## config.mk

```make
export PLATFORM = sky130hd
export DESIGN_NAME = wgap_useq
export DESIGN_NICKNAME = d
export VERILOG_FILES = /design/src/rtl/core/wgap_pkg.sv /design/src/rtl/core/wgap_useq.sv
export SDC_FILE = /design/constraint.sdc
export NUM_CORES = 1
export LEC_CHECK = 0
export BUFFER_PORTS_ARGS = -buffer_cell sky130_fd_sc_hd__buf_2
export CORE_AREA = 2 2 39 41
export CTS_CLUSTER_DIAMETER = 120
export DETAILED_ROUTE_END_ITERATION = 12
export DIE_AREA = 0 0 41 43
export GPL_TIMING_DRIVEN = 0
export PLACE_DENSITY = 0.57
export SKIP_CTS_REPAIR_TIMING = 1
export SKIP_LAST_GASP = 1
export SYNTH_ARGS = -nofsm -noshare
export SYNTH_HDL_FRONTEND = slang
export SYNTH_SLANG_ARGS = --single-unit
```

## constraint.sdc

```tcl
create_clock -name clk -period 1.8 [get_ports clk]
set_clock_uncertainty 0.05 [all_clocks]
set_input_delay 0.18 -clock clk [delete_from_list [all_inputs] [get_ports clk]]
set_output_delay 0.18 -clock clk [all_outputs]
set_load 0.1 [all_outputs]
```

## src/rtl/core/wgap_pkg.sv

```systemverilog
// Shared types, constants and control store for the waveguide allpass core.
`default_nettype none

package wgap_pkg;

  localparam int SAMPLE_W    = 24;
  localparam int COEF_W      = 18;
  localparam int COEF_SHIFT  = 17;
  localparam int DLEN_W      = 15;
  localparam int DEPTH_DEF   = 32768;
  localparam int PROD_W      = SAMPLE_W + COEF_W + 2;
  localparam int RQ_W        = PROD_W - COEF_SHIFT;
  localparam int ACC_W       = SAMPLE_W + 4;
  localparam int PC_W        = 3;
  localparam int CFG_IDX_W   = 3;

  localparam logic [COEF_W-1:0] COEF_ONE = COEF_W'(131072);

  localparam logic [CFG_IDX_W-1:0] CFG_DELAY_LENGTH   = 3'd0;
  localparam logic [CFG_IDX_W-1:0] CFG_ALLPASS_COEF   = 3'd1;
  localparam logic [CFG_IDX_W-1:0] CFG_DAMPING_RADIUS = 3'd2;
  localparam logic [CFG_IDX_W-1:0] CFG_FEEDBACK_DECAY = 3'd3;
  localparam logic [CFG_IDX_W-1:0] CFG_INVERT_FB      = 3'd4;

  typedef struct packed {
    logic signed [SAMPLE_W-1:0] left_in;
    logic signed [SAMPLE_W-1:0] right_in;
  } wgap_in_t;

  typedef struct packed {
    logic signed [SAMPLE_W-1:0] left_out;
    logic signed [SAMPLE_W-1:0] right_out;
  } wgap_out_t;

  typedef struct packed {
    logic [DLEN_W-1:0] delay_length;
    logic [COEF_W-1:0] allpass_coef;
    logic [COEF_W-1:0] damping_radius;
    logic [COEF_W-1:0] feedback_decay;
    logic              invert_feedback;
  } wgap_cfg_t;

  typedef enum logic [2:0] {
    UOP_READ,
    UOP_MUL_AP,
    UOP_ADD_AP,
    UOP_MUL_DM,
    UOP_ADD_DM,
    UOP_MUL_OUT,
    UOP_ADD_OUT,
    UOP_WRITE
  } uop_t;

  typedef struct packed {
    uop_t            op;
    logic            jmp_ch;
    logic [PC_W-1:0] tgt;
    logic            last;
  } uword_t;

  typedef struct packed {
    uop_t op;
    logic ch;
    logic fire;
    logic load;
  } wgap_ctrl_t;

  typedef enum logic {
    SEQ_IDLE,
    SEQ_RUN
  } seq_state_t;

  function automatic uword_t wgap_urom(input logic [PC_W-1:0] pc);
    uword_t w;
    w = '{op: UOP_READ, jmp_ch: 1'b0, tgt: '0, last: 1'b0};
    case (pc)
      3'd0: w.op = UOP_READ;
      3'd1: w.op = UOP_MUL_AP;
      3'd2: w.op = UOP_ADD_AP;
      3'd3: w.op = UOP_MUL_DM;
      3'd4: w.op = UOP_ADD_DM;
      3'd5: w.op = UOP_MUL_OUT;
      3'd6: begin
        w.op     = UOP_ADD_OUT;
        w.jmp_ch = 1'b1;
        w.tgt    = 3'd1;
      end
      3'd7: begin
        w.op   = UOP_WRITE;
        w.last = 1'b1;
      end
      default: w.op = UOP_READ;
    endcase
    return w;
  endfunction

  function automatic logic [COEF_W-1:0] wgap_clamp(input logic [COEF_W-1:0] c);
    return (c > COEF_ONE) ? COEF_ONE : c;
  endfunction

  function automatic logic signed [SAMPLE_W-1:0] wgap_sat(input logic signed [ACC_W-1:0] v);
    logic signed [ACC_W-1:0] hi;
    logic signed [ACC_W-1:0] lo;
    hi = ACC_W'({1'b0, {(SAMPLE_W-1){1'b1}}});
    lo = -hi - ACC_W'(1);
    if (v > hi) begin
      return hi[SAMPLE_W-1:0];
    end else if (v < lo) begin
      return lo[SAMPLE_W-1:0];
    end
    return v[SAMPLE_W-1:0];
  endfunction

endpackage

`default_nettype wire

```

## src/rtl/core/wgap_useq.sv

```systemverilog
// Microcode sequencer: step counter, channel loop and control store lookup.
`default_nettype none

module wgap_useq (
  input  wire logic                clk,
  input  wire logic                rst_n,
  input  wire logic                in_valid,
  output      logic                in_stall,
  input  wire logic                out_busy,
  output      wgap_pkg::wgap_ctrl_t ctrl
);

  wgap_pkg::seq_state_t          state_r, state_nxt;
  logic [wgap_pkg::PC_W-1:0]     pc_r, pc_nxt;
  logic                          ch_r, ch_nxt;
  wgap_pkg::uword_t              uword;
  logic                          hold;

  assign uword = wgap_pkg::wgap_urom(pc_r);
  assign hold  = (uword.op == wgap_pkg::UOP_WRITE) && out_busy;

  always_comb begin
    state_nxt = state_r;
    pc_nxt    = pc_r;
    ch_nxt    = ch_r;
    case (state_r)
      wgap_pkg::SEQ_IDLE: begin
        if (in_valid) begin
          state_nxt = wgap_pkg::SEQ_RUN;
          pc_nxt    = '0;
          ch_nxt    = 1'b0;
        end
      end
      wgap_pkg::SEQ_RUN: begin
        if (!hold) begin
          if (uword.last) begin
            state_nxt = wgap_pkg::SEQ_IDLE;
          end else if (uword.jmp_ch && !ch_r) begin
            pc_nxt = uword.tgt;
            ch_nxt = 1'b1;
          end else begin
            pc_nxt = pc_r + wgap_pkg::PC_W'(1);
          end
        end
      end
      default: state_nxt = wgap_pkg::SEQ_IDLE;
    endcase
  end

  always_comb begin
    in_stall  = (state_r != wgap_pkg::SEQ_IDLE);
    ctrl.op   = uword.op;
    ctrl.ch   = ch_r;
    ctrl.fire = (state_r == wgap_pkg::SEQ_RUN) && !hold;
    ctrl.load = (state_r == wgap_pkg::SEQ_IDLE) && in_valid;
  end

  always_ff @(posedge clk) begin
    if (!rst_n) begin
      state_r <= wgap_pkg::SEQ_IDLE;
      pc_r    <= '0;
      ch_r    <= 1'b0;
    end else begin
      state_r <= state_nxt;
      pc_r    <= pc_nxt;
      ch_r    <= ch_nxt;
    end
  end

endmodule

`default_nettype wire

```

# Word level (Yosys, flattened, before mapping)
# Index checks and enable logic that the tools add are counted.
# totals
regBits,5
out_inout_bits,7
word_cells,43
# classes
n_addsub,1
eq_ne,12
mux,17
bitwise,1
n_reduce_logical,9
# ops
operator,n
$pmux 3 s8,1
$eq 3x3->1 const B,5
$mux 3,4
$mux 1,8
$eq 3x2->1 const B,2
$ne 2x2->1 const B,3
$pmux 3 s2,1
$logic_and 1x1->1,4
$mux 4,1
$pmux 1 s2,2
$reduce_and 4->1,1
$add 3x1->3 const B,1
$eq 3x1->1 const B,1
$logic_not 3->1,1
$reduce_and 3->1,1
$logic_not 1->1,2
$ne 2x1->1 const B,1
$not 1->1,1

# Logic depth before layout (Yosys ltp)
# depth
depth_word,7
mapped_depth,5

# Least setup slack after synthesis
# OpenSTA, ideal clock, no wires.
# synth_path
path_type,register -> register
from,"register state_r, in the netlist in_stall"
to,register pc_r[1] (netlist bit)
arrival_time_ns,2.538
required_time_ns,1.625
slack_ns,-0.914
path_stages_with_launch,4
n_path_buf,0
path_cell_list,dfxtp_1 -> nor2b_1 -> a21oi_2 -> mux2i_1
# synth_between
elab_chain_len,3
elab_cells_between_ends,6
classes_between,3 x eq/ne; 1 x mux; 1 x bitwise; 1 x reduce/logical
# synth_rtl
item,line,source
start: declaration,wgap_useq.sv:13,"wgap_pkg::seq_state_t state_r, state_nxt;"
start signal: assignment,wgap_useq.sv:60,state_r <= wgap_pkg::SEQ_IDLE;
start signal: assignment,wgap_useq.sv:64,state_r <= state_nxt;
$not 1->1,-,
$ne 2x2->1 (no line),-,
$reduce_and 3->1 (no line),-,
end signal: assignment,wgap_useq.sv:65,pc_r <= pc_nxt;
end: declaration,wgap_useq.sv:14,"logic [wgap_pkg::PC_W-1:0] pc_r, pc_nxt;"
# Several ways; a longest one is shown, not always the timed one.
# A chain may end at the register's enable or synchronous reset.

==> flow_metrics.py <==
metrics = {
    "clock_network": {
        "cts_buffers": 3,
        "path_clk_slew_ns": 0.04,
        "cts.sinks": 5,
        "h-tree-depth": 1,
        "cts_root_buf": "clkbuf_4",
        "cts_tree": "yes",
        "clk_path_buf_depth": 2,
        "insertion_delay_ns": 0.24,
    },
    "route": {
        "met3_length_um": 51,
        "vias": 348,
        "drt_iter0_markers": 2,
        "avgViaCountPerCell": 4.77,
        "wl_per_cell_um": 10.0,
        "top_layer": "met4",
        "drt-total-wl_um": 732,
        "wl_met1_um": 329,
        "ant_nets": 0,
        "drc": 0,
        "drt-pass1-iter-count": 4,
        "route.met2.wl_um": 327,
    },
    "setup_path": {
        "cp.arrival_ns": 1.52,
        "start_kind": "register",
        "cp.required_ns": 1.57,
        "crit_type": "reg -> out",
        "crit_fanout": 8,
        "end_kind": "primary output",
    },
    "die": {
        "boundaryPins": 11,
        "die_x_um": 41,
        "initial_core_util_pct": 26.2,
        "rows": 14,
        "core_sq_um": 1380,
        "dieArea_sq_um": 1760,
        "die_h_um": 43,
    },
    "logic_synthesis": {
        "seq_area_frac_synth_pct": 27.6,
        "ys_ff_latch": 5,
        "synth_fp_nets": 52,
        "avgSynthCellArea_sq_um": 8.44,
        "syn_inst": 43,
        "synth.cell_area_sq_um": 363,
        "yosys.cell_types.count": 21,
        "yosysWarnings": 0,
    },
    "pwr": {
        "internal_power_w": 0.000228,
        "p_leak_nw": 0.215,
        "power.density_nw_per_um2": 696,
        "clkPwrFrac_pct": 36.9,
        "seq_power_share_pct": 34.6,
        "peakVddDrop_mv": 0.223,
        "pwr-share-comb_pct": 28.4,
        "power_switching_w": 0.000126,
        "swShare_pct": 35.5,
        "power_w": 0.000354,
    },
    "sta": {
        "maxSlewHeadroom_pct": 68.0,
        "setup_violations": 0,
        "hold_violations": 0,
        "clock.fmax_mhz": 573,
        "fin_crit_ns": 1.75,
        "finalCritPeriodShare_pct": 97.0,
        "slew_violations": 0,
        "worst_pin_slew_ns": 0.483,
        "rsz0062_at_grt": "true",
    },
    "final_layout": {
        "drive_above_1_share_pct": 40.4,
        "n_antenna_cell": 0,
        "layoutNonFillerInstCount": 73,
        "nets": 67,
        "area_growth_pct": 40.0,
    },
    "placed_design": {
        "dp_cells": 69,
        "io_buffers": 10,
        "gp_congestion": 0.729,
    },
    "grt": {
        "overflow": 0,
        "antenna_found_initial": 0,
        "grt.total_usage_pct": 9.34,
        "grt_pass1_wl_um": 1040,
        "grt_pass1_vias": 268,
        "grt_max_degree": 9,
    },
    "min_path": {
        "hold_class": "in -> reg",
    },
    "run_status": {
        "status": "complete, no violations",
    },
    "flow_run": {
        "max_cap_viol_count": 0,
    },
}
==> critical path, stage by stage, from the launching register on <==
cell and delay [ns]:
dfxtp_2 0.36, ha_1 0.21, ha_2 0.20, nor3_2 0.16, o21a_2 0.16, buf_12 0.17
==> area by class of cell <==
class / instances / area, sq um
repair buffers: 10 / 77.6
clock buffers: 4 / 26.3
inverters: 3 / 11.3
plain buffers: 3 / 21.3
well taps: 16 / 20.0
flip-flops and latches: 5 / 103
fillers: 142 / 876
multi-input cells: 32 / 249
==> path summary, 6_finish.rpt <==
| path | startpoint | endpoint | depth (start not counted) | slack, ns |
|---|---|---|---|---|
| max | pc_r[1] | ctrl[1] | 5 | 0.05 |
| min | rst_n | in_stall | 3 | 0.20 |
| max reg2reg | pc_r[1] | pc_r[2] | 5 | 0.20 |
| min reg2reg | ch_r | ch_r | 2 | 0.43 |
==> cells by family (layout without fill, tap and decap cells) <==
family / count (synthesis) / after routing / synth area share [%]
buf+inv: 6 / 20 / 8.97
compound gates: 10 / 10 / 18.6
fa+ha+maj: 5 / 5 / 17.2
mux: 2 / 2 / 5.52
flops: 5 / 5 / 27.6
simple gates: 15 / 15 / 22.1
==> through the flow <==
step / setup slack, ns / util (%) / area (sq um) / setup TNS, ns / hold slack [ns]
6_report: 0.0537 / 36.7 / 508 / 0 / 0.195
5_1_grt: -0.0151 / 36.7 / 508 / -0.0151 / 0.202
4_1_cts: -0.283 / 34.1 / 472 / -0.588 / 0.187
3_5_place_dp: -0.00326 / 32.2 / 445 / -0.00326 / 0.434
3_3_place_gp: 0.00312 / 32.2 / 445 / 0 / 0.428
2_1_floorplan: 0.0102 / - / 375 / 0 / 0.261
==> cells in the final DEF (no fill, tap or decap) <==
master | Yosys | routed
clkdlybuf4s50_1 | 0 | 1
nand3_1 | 1 | 1
a211o_1 | 1 | 1
nand2_1 | 7 | 7
o22ai_1 | 2 | 2
a21oi_2 | 1 | 1
dfxtp_1 | 5 | 3
o2111ai_1 | 1 | 1
clkbuf_4 | 0 | 3
inv_1 | 3 | 3
dfxtp_2 | 0 | 2
mux2i_1 | 2 | 2
and3b_4 | 1 | 1
ha_1 | 5 | 4
buf_6 | 0 | 2
nand2b_2 | 0 | 1
nor2b_4 | 0 | 1
buf_2 | 0 | 7
a31oi_1 | 1 | 1
o21ai_0 | 3 | 3
nor2b_1 | 2 | 1
or3_1 | 2 | 2
nor3_2 | 0 | 1
o21a_2 | 0 | 1
buf_12 | 0 | 1
buf_4 | 1 | 1
clkbuf_1 | 1 | 2
ha_2 | 0 | 1
==> cells in the mapped netlist <==
master,instances,area (sq um)
inv_1,3,11.3
and3b_4,1,12.5
a21oi_2,1,8.76
ha_1,5,62.6
buf_4,1,7.51
nand2b_1,1,6.26
mux2i_1,2,20.0
or3_1,2,12.5
a31oi_1,1,6.26
a211o_1,1,8.76
o22ai_1,2,12.5
nand2_1,7,26.3
dfxtp_1,5,100
dlygate4sd3_1,1,10.0
nor3_1,1,5.00
o2111ai_1,1,8.76
o21ai_0,3,15.0
nor2b_1,2,12.5
nand3_1,1,5.00
o21a_1,1,7.51
clkbuf_1,1,3.75
==> power by group through the flow <==
stage | registers [W] | logic (W) | clock network (W)
floorplan | 0.000134 | 0.0000649 | 0
detailed placement | 0.000125 | 0.0000910 | 0
finish | 0.000123 | 0.000101 | 0.000131
CTS | 0.000122 | 0.0000914 | 0.000138
global route | 0.000123 | 0.000106 | 0.000143
global placement | 0.000124 | 0.0000913 | 0
==> metal layers <==
metal,track usage [%],vias up
met5,0,-
met4,8.00,0
met3,6.28,4
met2,11.9,12
met1,9.97,155
li1,-,177
==> flip-flops by register name, indices dropped and copies added, names as in the netlist <==
name / cells
pc_r: 3
ch_r: 1
in_stall: 1
Note: power is estimated with default switching activity, not from simulation.
