[src/rtl/core/wgap_pkg.sv]
// Shared types, constants and control store for the waveguide allpass core.
`default_nettype none

package wgap_pkg;

  localparam int SAMPLE_W    = 24;
  localparam int COEF_W      = 18;
  localparam int COEF_SHIFT  = 17;
  localparam int DLEN_W      = 15;
  localparam int DEPTH_DEF   = 32768;
  localparam int PROD_W      = SAMPLE_W + COEF_W + 2;
  localparam int RQ_W        = PROD_W - COEF_SHIFT;
  localparam int ACC_W       = SAMPLE_W + 4;
  localparam int PC_W        = 3;
  localparam int CFG_IDX_W   = 3;

  localparam logic [COEF_W-1:0] COEF_ONE = COEF_W'(131072);

  localparam logic [CFG_IDX_W-1:0] CFG_DELAY_LENGTH   = 3'd0;
  localparam logic [CFG_IDX_W-1:0] CFG_ALLPASS_COEF   = 3'd1;
  localparam logic [CFG_IDX_W-1:0] CFG_DAMPING_RADIUS = 3'd2;
  localparam logic [CFG_IDX_W-1:0] CFG_FEEDBACK_DECAY = 3'd3;
  localparam logic [CFG_IDX_W-1:0] CFG_INVERT_FB      = 3'd4;

  typedef struct packed {
    logic signed [SAMPLE_W-1:0] left_in;
    logic signed [SAMPLE_W-1:0] right_in;
  } wgap_in_t;

  typedef struct packed {
    logic signed [SAMPLE_W-1:0] left_out;
    logic signed [SAMPLE_W-1:0] right_out;
  } wgap_out_t;

  typedef struct packed {
    logic [DLEN_W-1:0] delay_length;
    logic [COEF_W-1:0] allpass_coef;
    logic [COEF_W-1:0] damping_radius;
    logic [COEF_W-1:0] feedback_decay;
    logic              invert_feedback;
  } wgap_cfg_t;

  typedef enum logic [2:0] {
    UOP_READ,
    UOP_MUL_AP,
    UOP_ADD_AP,
    UOP_MUL_DM,
    UOP_ADD_DM,
    UOP_MUL_OUT,
    UOP_ADD_OUT,
    UOP_WRITE
  } uop_t;

  typedef struct packed {
    uop_t            op;
    logic            jmp_ch;
    logic [PC_W-1:0] tgt;
    logic            last;
  } uword_t;

  typedef struct packed {
    uop_t op;
    logic ch;
    logic fire;
    logic load;
  } wgap_ctrl_t;

  typedef enum logic {
    SEQ_IDLE,
    SEQ_RUN
  } seq_state_t;

  function automatic uword_t wgap_urom(input logic [PC_W-1:0] pc);
    uword_t w;
    w = '{op: UOP_READ, jmp_ch: 1'b0, tgt: '0, last: 1'b0};
    case (pc)
      3'd0: w.op = UOP_READ;
      3'd1: w.op = UOP_MUL_AP;
      3'd2: w.op = UOP_ADD_AP;
      3'd3: w.op = UOP_MUL_DM;
      3'd4: w.op = UOP_ADD_DM;
      3'd5: w.op = UOP_MUL_OUT;
      3'd6: begin
        w.op     = UOP_ADD_OUT;
        w.jmp_ch = 1'b1;
        w.tgt    = 3'd1;
      end
      3'd7: begin
        w.op   = UOP_WRITE;
        w.last = 1'b1;
      end
      default: w.op = UOP_READ;
    endcase
    return w;
  endfunction

  function automatic logic [COEF_W-1:0] wgap_clamp(input logic [COEF_W-1:0] c);
    return (c > COEF_ONE) ? COEF_ONE : c;
  endfunction

  function automatic logic signed [SAMPLE_W-1:0] wgap_sat(input logic signed [ACC_W-1:0] v);
    logic signed [ACC_W-1:0] hi;
    logic signed [ACC_W-1:0] lo;
    hi = ACC_W'({1'b0, {(SAMPLE_W-1){1'b1}}});
    lo = -hi - ACC_W'(1);
    if (v > hi) begin
      return hi[SAMPLE_W-1:0];
    end else if (v < lo) begin
      return lo[SAMPLE_W-1:0];
    end
    return v[SAMPLE_W-1:0];
  endfunction

endpackage

`default_nettype wire

[src/rtl/core/wgap_dpath.sv]
// Datapath: shared multiplier, rounding adder, saturation, filter state, output register.
`default_nettype none

module wgap_dpath #(
  parameter int DELAY_DEPTH = wgap_pkg::DEPTH_DEF
) (
  input  wire logic                                clk,
  input  wire logic                                rst_n,
  input  wire wgap_pkg::wgap_cfg_t                 cfg,
  input  wire wgap_pkg::wgap_ctrl_t                ctrl,
  input  wire wgap_pkg::wgap_in_t                  in_data,
  input  wire logic                                out_stall,
  output      logic                                out_valid,
  output      wgap_pkg::wgap_out_t                 out_data,
  output      logic                                out_busy,
  output      logic                                ram_re,
  output      logic [$clog2(DELAY_DEPTH)-1:0]      ram_raddr,
  output      logic                                ram_we,
  output      logic [$clog2(DELAY_DEPTH)-1:0]      ram_waddr,
  output      logic [2*wgap_pkg::SAMPLE_W-1:0]     ram_wdata,
  input  wire logic [2*wgap_pkg::SAMPLE_W-1:0]     ram_rdata
);

  localparam int AW   = $clog2(DELAY_DEPTH);
  localparam int SW   = wgap_pkg::SAMPLE_W;
  localparam int CW   = wgap_pkg::COEF_W;
  localparam int PW   = wgap_pkg::PROD_W;
  localparam int RQW  = wgap_pkg::RQ_W;
  localparam int ACCW = wgap_pkg::ACC_W;
  localparam int SH   = wgap_pkg::COEF_SHIFT;
  localparam logic signed [PW-1:0] RND_HALF =
    {{(PW-SH){1'b0}}, 1'b1, {(SH-1){1'b0}}};

  wgap_pkg::wgap_in_t  in_r, in_nxt;
  wgap_pkg::wgap_out_t out_r, out_nxt;
  logic                out_valid_r, out_valid_nxt;
  logic [AW-1:0]       wp_r, wp_nxt;
  logic                wrapped_r, wrapped_nxt;
  logic                rd_ok_r, rd_ok_nxt;
  logic signed [SW-1:0] apo_r [2];
  logic signed [SW-1:0] apo_nxt [2];
  logic signed [SW-1:0] aip_r [2];
  logic signed [SW-1:0] aip_nxt [2];
  logic signed [SW-1:0] dmp_r [2];
  logic signed [SW-1:0] dmp_nxt [2];
  logic signed [SW-1:0] o_r [2];
  logic signed [SW-1:0] o_nxt [2];
  logic signed [SW-1:0] w_r [2];
  logic signed [SW-1:0] w_nxt [2];
  logic signed [PW-1:0] prod_r, prod_nxt;

  logic [AW-1:0]         rp;
  logic signed [SW-1:0]  x;
  logic signed [SW-1:0]  apo_c;
  logic signed [SW-1:0]  dmp_c;
  logic signed [SW-1:0]  in_c;
  logic signed [SW:0]    mul_a;
  logic [CW-1:0]         coef;
  logic signed [CW:0]    mul_c;
  logic signed [PW-1:0]  mul_p;
  logic signed [PW-1:0]  rsum;
  logic signed [RQW-1:0] rq;
  logic signed [SW-1:0]  add_base;
  logic signed [ACCW-1:0] acc;
  logic signed [SW-1:0]  sat_v;
  logic signed [ACCW-1:0] fb_sum;
  logic signed [SW-1:0]  w_v;

  assign rp    = wp_r - AW'(cfg.delay_length);
  assign x     = !rd_ok_r ? '0 :
                 ctrl.ch ? $signed(ram_rdata[2*SW-1:SW]) : $signed(ram_rdata[SW-1:0]);
  assign apo_c = apo_r[ctrl.ch];
  assign dmp_c = dmp_r[ctrl.ch];
  assign in_c  = ctrl.ch ? in_r.right_in : in_r.left_in;

  always_comb begin
    case (ctrl.op)
      wgap_pkg::UOP_MUL_AP: begin
        mul_a = (SW+1)'(x) - (SW+1)'(apo_c);
        coef  = cfg.allpass_coef;
      end
      wgap_pkg::UOP_MUL_DM: begin
        mul_a = (SW+1)'(apo_c) - (SW+1)'(dmp_c);
        coef  = cfg.damping_radius;
      end
      wgap_pkg::UOP_MUL_OUT: begin
        mul_a = (SW+1)'(dmp_c);
        coef  = cfg.feedback_decay;
      end
      default: begin
        mul_a = '0;
        coef  = '0;
      end
    endcase
  end

  assign mul_c = $signed({1'b0, wgap_pkg::wgap_clamp(coef)});
  assign mul_p = mul_a * mul_c;

  assign rsum = prod_r + RND_HALF;
  assign rq   = $signed(rsum[PW-1:SH]);

  always_comb begin
    case (ctrl.op)
      wgap_pkg::UOP_ADD_AP: add_base = aip_r[ctrl.ch];
      wgap_pkg::UOP_ADD_DM: add_base = dmp_c;
      default:              add_base = '0;
    endcase
  end

  assign acc    = ACCW'(add_base) + ACCW'(rq);
  assign sat_v  = wgap_pkg::wgap_sat(acc);
  assign fb_sum = cfg.invert_feedback ? (ACCW'(in_c) - ACCW'(sat_v))
                                      : (ACCW'(in_c) + ACCW'(sat_v));
  assign w_v    = wgap_pkg::wgap_sat(fb_sum);

  always_comb begin
    in_nxt        = in_r;
    out_nxt       = out_r;
    out_valid_nxt = out_valid_r;
    wp_nxt        = wp_r;
    wrapped_nxt   = wrapped_r;
    rd_ok_nxt     = rd_ok_r;
    prod_nxt      = prod_r;
    for (int i = 0; i < 2; i++) begin
      apo_nxt[i] = apo_r[i];
      aip_nxt[i] = aip_r[i];
      dmp_nxt[i] = dmp_r[i];
      o_nxt[i]   = o_r[i];
      w_nxt[i]   = w_r[i];
    end
    ram_re = 1'b0;
    ram_we = 1'b0;

    if (out_valid_r && !out_stall) begin
      out_valid_nxt = 1'b0;
    end
    if (ctrl.load) begin
      in_nxt = in_data;
    end
    if (ctrl.fire) begin
      case (ctrl.op)
        wgap_pkg::UOP_READ: begin
          ram_re    = 1'b1;
          rd_ok_nxt = wrapped_r || (rp < wp_r);
        end
        wgap_pkg::UOP_MUL_AP,
        wgap_pkg::UOP_MUL_DM,
        wgap_pkg::UOP_MUL_OUT: begin
          prod_nxt = mul_p;
        end
        wgap_pkg::UOP_ADD_AP: begin
          apo_nxt[ctrl.ch] = sat_v;
          aip_nxt[ctrl.ch] = x;
        end
        wgap_pkg::UOP_ADD_DM: begin
          dmp_nxt[ctrl.ch] = sat_v;
        end
        wgap_pkg::UOP_ADD_OUT: begin
          o_nxt[ctrl.ch] = sat_v;
          w_nxt[ctrl.ch] = w_v;
        end
        wgap_pkg::UOP_WRITE: begin
          ram_we            = 1'b1;
          wp_nxt            = wp_r + AW'(1);
          if (wp_r == {AW{1'b1}}) begin
            wrapped_nxt = 1'b1;
          end
          out_nxt.left_out  = o_r[0];
          out_nxt.right_out = o_r[1];
          out_valid_nxt     = 1'b1;
        end
        default: ;
      endcase
    end
  end

  assign ram_raddr = rp;
  assign ram_waddr = wp_r;
  assign ram_wdata = {w_r[1], w_r[0]};
  assign out_valid = out_valid_r;
  assign out_data  = out_r;
  assign out_busy  = out_valid_r && out_stall;

  always_ff @(posedge clk) begin
    if (!rst_n) begin
      out_valid_r <= 1'b0;
      wp_r        <= '0;
      wrapped_r   <= 1'b0;
      rd_ok_r     <= 1'b0;
      for (int i = 0; i < 2; i++) begin
        apo_r[i] <= '0;
        aip_r[i] <= '0;
        dmp_r[i] <= '0;
      end
    end else begin
      out_valid_r <= out_valid_nxt;
      wp_r        <= wp_nxt;
      wrapped_r   <= wrapped_nxt;
      rd_ok_r     <= rd_ok_nxt;
      for (int i = 0; i < 2; i++) begin
        apo_r[i] <= apo_nxt[i];
        aip_r[i] <= aip_nxt[i];
        dmp_r[i] <= dmp_nxt[i];
      end
    end
  end

  always_ff @(posedge clk) begin
    in_r   <= in_nxt;
    out_r  <= out_nxt;
    prod_r <= prod_nxt;
    for (int i = 0; i < 2; i++) begin
      o_r[i] <= o_nxt[i];
      w_r[i] <= w_nxt[i];
    end
  end

endmodule

`default_nettype wire

[config.mk]
export PLATFORM = sky130hd
export DESIGN_NAME = wgap_dpath
export DESIGN_NICKNAME = d
export VERILOG_FILES = /design/src/rtl/core/wgap_pkg.sv /design/src/rtl/core/wgap_dpath.sv
export SDC_FILE = /design/constraint.sdc
export NUM_CORES = 2
export LEC_CHECK = 0
export ABC_AREA = 1
export BUFFER_PORTS_ARGS = -buffer_cell sky130_fd_sc_hd__buf_2
export CELL_PAD_IN_SITES_DETAIL_PLACEMENT = 0
export CELL_PAD_IN_SITES_GLOBAL_PLACEMENT = 1
export CORE_ASPECT_RATIO = 0.8
export CORE_MARGIN = 2
export CORE_UTILIZATION = 42
export DETAILED_ROUTE_END_ITERATION = 10
export PLACE_DENSITY_LB_ADDON = 0.1
export RECOVER_POWER = 100
export SLEW_MARGIN = 20
export SYNTH_ARGS = -nofsm -noshare
export SYNTH_HDL_FRONTEND = slang
export SYNTH_SLANG_ARGS = --single-unit
[constraint.sdc]
create_clock -name clk -period 10.6 [get_ports clk]
set_input_delay 1.06 -clock clk [delete_from_list [all_inputs] [get_ports clk]]
set_output_delay 1.06 -clock clk [all_outputs]
set_load 0.01 [all_outputs]
# ---- Yosys cells after proc, flatten, opt, wreduce, memory -nomap -nowiden
# Memories as Yosys holds them, arrays and structs flattened.
# Cells that the tools add are included.
dict set report word_totals {
  ff_bits 158
  ramBits 240
  in_bits 175
  output_inout_bits 130
  wordCells 107
  mem_count 5
}
dict set report classes {
  n_addsub 8
  multipliers 1
  n_lt_le_gt_ge 8
  n_eq_ne 8
  n_mux 50
  n_bitwise 7
  n_reduce_logical 11
}
# name words word_bits read_ports rd_clocked_by_memory_dff wr line_no
set memory_table {}
lappend memory_table {aip_r 2 24 3 0 2 wgap_dpath.sv:42} ;# logic signed [SW-1:0] aip_r [2];
lappend memory_table {apo_r 2 24 3 0 2 wgap_dpath.sv:40} ;# logic signed [SW-1:0] apo_r [2];
lappend memory_table {dmp_r 2 24 3 0 2 wgap_dpath.sv:44} ;# logic signed [SW-1:0] dmp_r [2];
lappend memory_table {o_r 2 24 2 0 2 wgap_dpath.sv:46} ;# logic signed [SW-1:0] o_r [2];
lappend memory_table {w_r 2 24 2 0 2 wgap_dpath.sv:48} ;# logic signed [SW-1:0] w_r [2];
# op n
set op_table {}
lappend op_table {{$mux 48} 10}
lappend op_table {{$mux 24} 16}
lappend op_table {{$bwmux 48} 5}
lappend op_table {{$pmux 25 s3} 1}
lappend op_table {{$sub 24x24->25} 3}
lappend op_table {{$gt 28x24->1 const B} 2}
lappend op_table {{$lt 28x24->1 const B} 2}
lappend op_table {{$pmux 18 s3} 1}
lappend op_table {{$pmux 24 s2} 1}
lappend op_table {{$add 44x18->44 const B} 1}
lappend op_table {{$mul 25x19->44} 1}
lappend op_table {{$add 24x27->28} 1}
lappend op_table {{$mux 28} 1}
lappend op_table {{$add 24x24->25} 1}
lappend op_table {{$demux 24 s1} 1}
lappend op_table {{$gt 18x18->1 const B} 1}
lappend op_table {{$mux 18} 1}
lappend op_table {{$add 15x1->15 const B} 1}
lappend op_table {{$eq 15x15->1 const B} 1}
lappend op_table {{$lt 15x15->1} 1}
lappend op_table {{$sub 15x15->15} 1}
lappend op_table {{$mux 1} 13}
lappend op_table {{$eq 3x3->1 const B} 4}
lappend op_table {{$eq 3x2->1 const B} 2}
lappend op_table {{12 further kinds} 21}

# ---- Logic depth before layout (Yosys ltp)
dict set report logic_depth {
  ltp_word 16
  depth_mapped 61
  mapped_depth_nobuf 59
}

# ---- Least setup slack after synthesis
# Ideal clock, no wire load.
dict set report synth_path {
  path_type {input-to-reg}
  startpoint {input port ctrl[2] (netlist name)}
  endpoint {register prod_r[42], data pin}
  setup_time_ns 0.258
  t_arrival_ns 10.116
  required_ns 10.342
  setup_slack_ns 0.226
  stages 44
  n_path_buf 6
  cell_sequence {clkbuf_1 > clkbuf_1 > clkbuf_1 > buf_1 > clkbuf_1 > o21ai_0 > ha_1 > fa_1 > inv_1 > nand2_1 > nor3_1 > nor2_1 > nor2_1 > nand3_1 > nand2_1 > a21oi_1 > o21ai_1 > nand2_1 > (+8 left out) > nand2_1 > fa_1 > inv_1 > fa_1 > fa_1 > inv_1 > fa_1 > fa_1 > inv_1 > fa_1 > ha_1 > a21oi_1 > o21ai_0 > a21oi_1 > o211ai_1 > a21oi_1 > nand2_1 > xor2_1}
}
dict set report synth_via {
  elab_chain_len 5
  word_cells_on_any_way 8
  cone_classes {2 x add/sub; 1 x mul; 3 x mux; 2 x memory}
}
# element line_no
set synth_rtl {}
lappend synth_rtl {{from (decl)} wgap_dpath.sv:10} ;# input wire wgap_pkg::wgap_ctrl_t ctrl,
lappend synth_rtl {{$mux 24} wgap_dpath.sv:71} ;# ctrl.ch ? $signed(ram_rdata[2*SW-1:SW]) : $signed(ram_rdata[SW-1:0]);
lappend synth_rtl {{$mux 24} wgap_dpath.sv:70} ;# assign x = !rd_ok_r ? '0 :
lappend synth_rtl {{$sub 24x24->25} wgap_dpath.sv:79} ;# mul_a = (SW+1)'(x) - (SW+1)'(apo_c);
lappend synth_rtl {{$pmux 25 s3 (*)} wgap_dpath.sv:77} ;# case (ctrl.op)
lappend synth_rtl {{$mul 25x19->44 (*)} wgap_dpath.sv:98} ;# assign mul_p = mul_a * mul_c;
lappend synth_rtl {{net mul_p[42]} wgap_dpath.sv:60} ;# logic signed [PW-1:0] mul_p;
lappend synth_rtl {{to (signal assigned)} wgap_dpath.sv:212} ;# prod_r <= prod_nxt;
lappend synth_rtl {{to (decl)} wgap_dpath.sv:50} ;# logic signed [PW-1:0] prod_r, prod_nxt;
# Mark *: on every way through the listed nets, which the timed path passes. The rest lies on a longest branch.
# A chain may end at the register's enable or synchronous reset.

# ---- Worst setup path in the final report
dict set report layout_path {
  startpoint {input port ctrl[2] (netlist name)}
  endpoint {register prod_r[41], data pin}
}
# The elaborated chain is that of the path after synthesis.

==> impl_results.md <==
* Outcome: finished, violations left
* Failing checks: max-capacitance violations, max-slew violations
* CP max stage delay at between 0.6 and 0.7 ns
* WP data required at around 11 ns
* Slew @ Worst Pin at roughly 3.2 ns
* Ranking of synthesized cells by area: fa_1 (23%), edfxtp_1 (17%), inv_1 (10%)
* Hpwl dp at around 100 mm
* Clk buf depth at 3
* Met1 Usage GRT at approximately two fifths
* Finish-stage setup viols at 0
* Wire length per cell at 19.2 um
* Die width at ~350 um
* Number of global-route vias before repair at between 30000 and 40000
* Initial DRC count at between 2000 and 3000
* HP Class: reg2reg
* Fin Clk Skew at about 0.023 ns
* CP Capture Point: prod_r[41]
* Final hold violation count at 0
* Worst-path fanout max at 38
* R2R depth at 32
* Initial antenna violation count at 5
* Clk_lat worst skew at 0.57 ns
* Final min period at 9.79 ns
* Pins over their slew limit at 504
* Cts bufs inserted at 39
* Multi-input gate area at approximately 25000 sq um
* Top cell by count, worst path: nand2_1
* # IOs at about 310
* Antenna Cells at 0
* Total GRT Usage at around 26%
* Final-stage net count at slightly above 6000
* Met3 GRT Util at approximately 6.2%
* Startpoint Class: primary input
* Die Area at about 96000 sq um
* CP max-delay cell: clkbuf_2
* TritonCTS clock tree: yes
* Busiest metal layer after global routing: met1
* Post_cts resized at 0
* Async set or reset register ratio after synthesis at 0%
* Drt first pass iters at 6
* Largest net degree at the start of global routing at between 60 and 70
* FF+latch area at between 9000 and 10000 sq um
* Setup TNS at 0 ns
* CTS hold repair buffers at 0
* Register bit total from synthesis at 382
* I/O Buffers at a little over 300
* Post-synth top area cell: fa_1
* Synth Flop Type: edfxtp_1
* H-tree lvl count at 2
* Internal Pwr Total at ~3.3 mW
* Slew margin rel. at -115%
* # rows at 100
* Worst reg2reg path startpoint: rd_ok_r
* GP Congestion at 0.938
* R2R setup slack at 1.00 ns
* Die height at 278 um
* FMAX at 102 MHz
* Sw frac at between 40% and 50%
* Comb power frac at about two fifths
* Sw Pwr at about 2.2 mW
* Crit path launch: ctrl[2]
* PD cells at around 130 nW/um^2
* Routing usage on met2 at a little over a third
* WL final at 126 mm
* Leak at about 21 nW
* Top post-synthesis cells by count: inv_1 (1095), nand2_1 (1095), fa_1 (449)
* Crit path kind: in2reg
* Sequential Power Share at 32.1%
* Synth top area share at 22.8%
* Unrepaired setup endpoints after global routing: no
* Clk sinks at between 300 and 400
* Max cap viols at 10
* Congestion Overflow GR at 0
* Via count at about 33000
* Mapped cell area at just under 40000 sq um
* Setup bufs post-CTS at 0
* Clock root cell: clkbuf_16
* Filler cells at roughly 9500
* Fraction of layout cells with a size suffix above 1 at between 8 and 9%
* Post-DRT Antenna Nets at 0
* Synth cell types at 62
* R2r endpoint: prod_r[42]
* First-pass GRT wire length at 193 mm
* Hold_ws at 0.417 ns
* Worst Path Arrival at between 10 and 15 ns
* EDFF count, synth at 220
* Clock transition at path regs at roughly 0.06 ns
* Syn_nets at around 5800
* Max IR drop VDD at 0.000102 V
* Syn_area_per_cell at ~7.9 sq um
* DR vias/cell at 5.04
* Residual DRC at 0
* Post-synthesis sequential area ratio at between 20% and 30%
* Clock power frac at around a quarter
* Fin crit share at 92.4%
* Mapped Cells at 4979
* Yosys warns at 0
* Worst setup EP type: register
* Syn-to-layout area delta at 11.0%
* Starting Density at approximately 42%
* Core Area at around 93000 sq um
-- critical path: cells and delay by family --
| kind | cells | cell delay [ns] |
|---|---|---|
| AOI/OAI and AO/OA | 9 | 1.53 |
| buffers and inverters | 12 | 2.05 |
| adders and majority gates | 8 | 3.65 |
| xor gates and xnor gates | 1 | 0.14 |
| and+or+nand+nor | 13 | 1.67 |
-- power by group through the flow --
stage | logic, mW | registers, mW | clock network (mW)
floorplan | 1.61 | 1.80 | 0
global placement | 2.33 | 1.80 | 0
detailed placement | 2.35 | 1.80 | 0
CTS | 2.36 | 1.77 | 1.47
global route | 2.59 | 1.78 | 1.53
finish | 2.32 | 1.77 | 1.43
-- how the worst min path moves through the flow --
| stage | startpoint | to | slack, ns | cells after the start |
|---|---|---|---|---|
| floorplan | o_r[0][24] | out_data[0] | 0.40 | 0 |
| global placement | o_r[0][43] | out_data[19] | 0.40 | 0 |
| detailed placement | o_r[0][6] | out_data[30] | 0.40 | 0 |
| CTS | o_r[0][40] | out_data[16] | 0.42 | 0 |
| global route | o_r[0][21] | out_data[45] | 0.42 | 0 |
| finish | o_r[0][0] | out_data[24] | 0.42 | 0 |
-- layer usage --
layer | share of wire (%) | vias up
met1 | 50 | 15700
met5 | 0 | -
met2 | 40 | 1091
met4 | 1.5 | 0
met3 | 8.7 | 103
li1 | - | 16000
-- stage by stage --
step	cell area [sq um]	instances	worst slack (ns)	total power [mW]	utilization, %
6_report	43800	6540	0.809	5.52	47.1
3_5_place_dp	42800	6469	0.397	4.15	46.0
3_3_place_gp	42800	6469	0.438	4.14	46.0
4_1_cts	44100	6540	0.989	5.60	47.4
5_1_grt	43800	6540	0.190	5.89	47.1
2_1_floorplan	39400	4979	0.226	3.41	-
-- cell usage in the layout, fill, tap and decap left out, types with 6 or more instances in the layout --
master / Yosys / layout
a21oi_1: 305 / 304
o21ai_0: 321 / 321
o21ai_1: 8 / 8
nor2_2: 16 / 19
fa_1: 449 / 449
buf_4: 2 / 103
nor2_1: 310 / 308
clkbuf_1: 128 / 157
nand2_4: 8 / 7
nand3_2: 11 / 9
buf_2: 11 / 164
nand2_1: 1095 / 1127
xor2_1: 87 / 87
clkbuf_16: 0 / 39
or2_2: 12 / 12
nand2_2: 56 / 26
nand4_1: 26 / 26
nor3_1: 49 / 48
dfxtp_1: 162 / 162
o21bai_1: 36 / 36
o22ai_1: 24 / 23
buf_12: 3 / 6
o221ai_1: 9 / 6
a21o_1: 6 / 6
xnor2_1: 45 / 45
a211oi_1: 6 / 6
nor4_1: 10 / 10
a22oi_1: 12 / 12
a31oi_1: 24 / 24
edfxtp_1: 220 / 220
clkinv_1: 4 / 8
nand3_1: 89 / 91
o211ai_1: 21 / 21
inv_2: 7 / 6
o21a_1: 15 / 15
inv_1: 1095 / 1094
ha_1: 240 / 240
-- sequential cells by signal (all words and copies together), names as in the netlist --
name and count:
in_r 48, wrapped_r 1, o_r 48, out_valid 1, w_r 48, apo_r 48
out_data 48, dmp_r 48, rd_ok_r 1, prod_r 28, aip_r 48, ram_waddr 15
-- final cells by class --
cell class | instances | share of cell area (%)
multi-input cells | 3334 | 56.4
flip-flops and latches | 382 | 22.5
inverters | 1107 | 9.50
repair buffers | 422 | 5.19
well taps | 1224 | 3.50
clock buffers | 50 | 2.35
clock inverters | 21 | 0.620
-- logic make-up (layout without fill, tap and decap cells) --
group / count (synthesis) / count (layout) / share of synthesized area [%]
simple gates: 1701 / 1701 / 18.0
mux: 1 / 1 / 0.0254
compound gates: 811 / 811 / 11.4
buf+inv: 1263 / 1600 / 12.3
flops: 382 / 382 / 25.0
fa+ha+maj: 689 / 689 / 30.4
xor+xnor: 132 / 132 / 2.93
No activity file was read; power rests on OpenSTA's default activity.
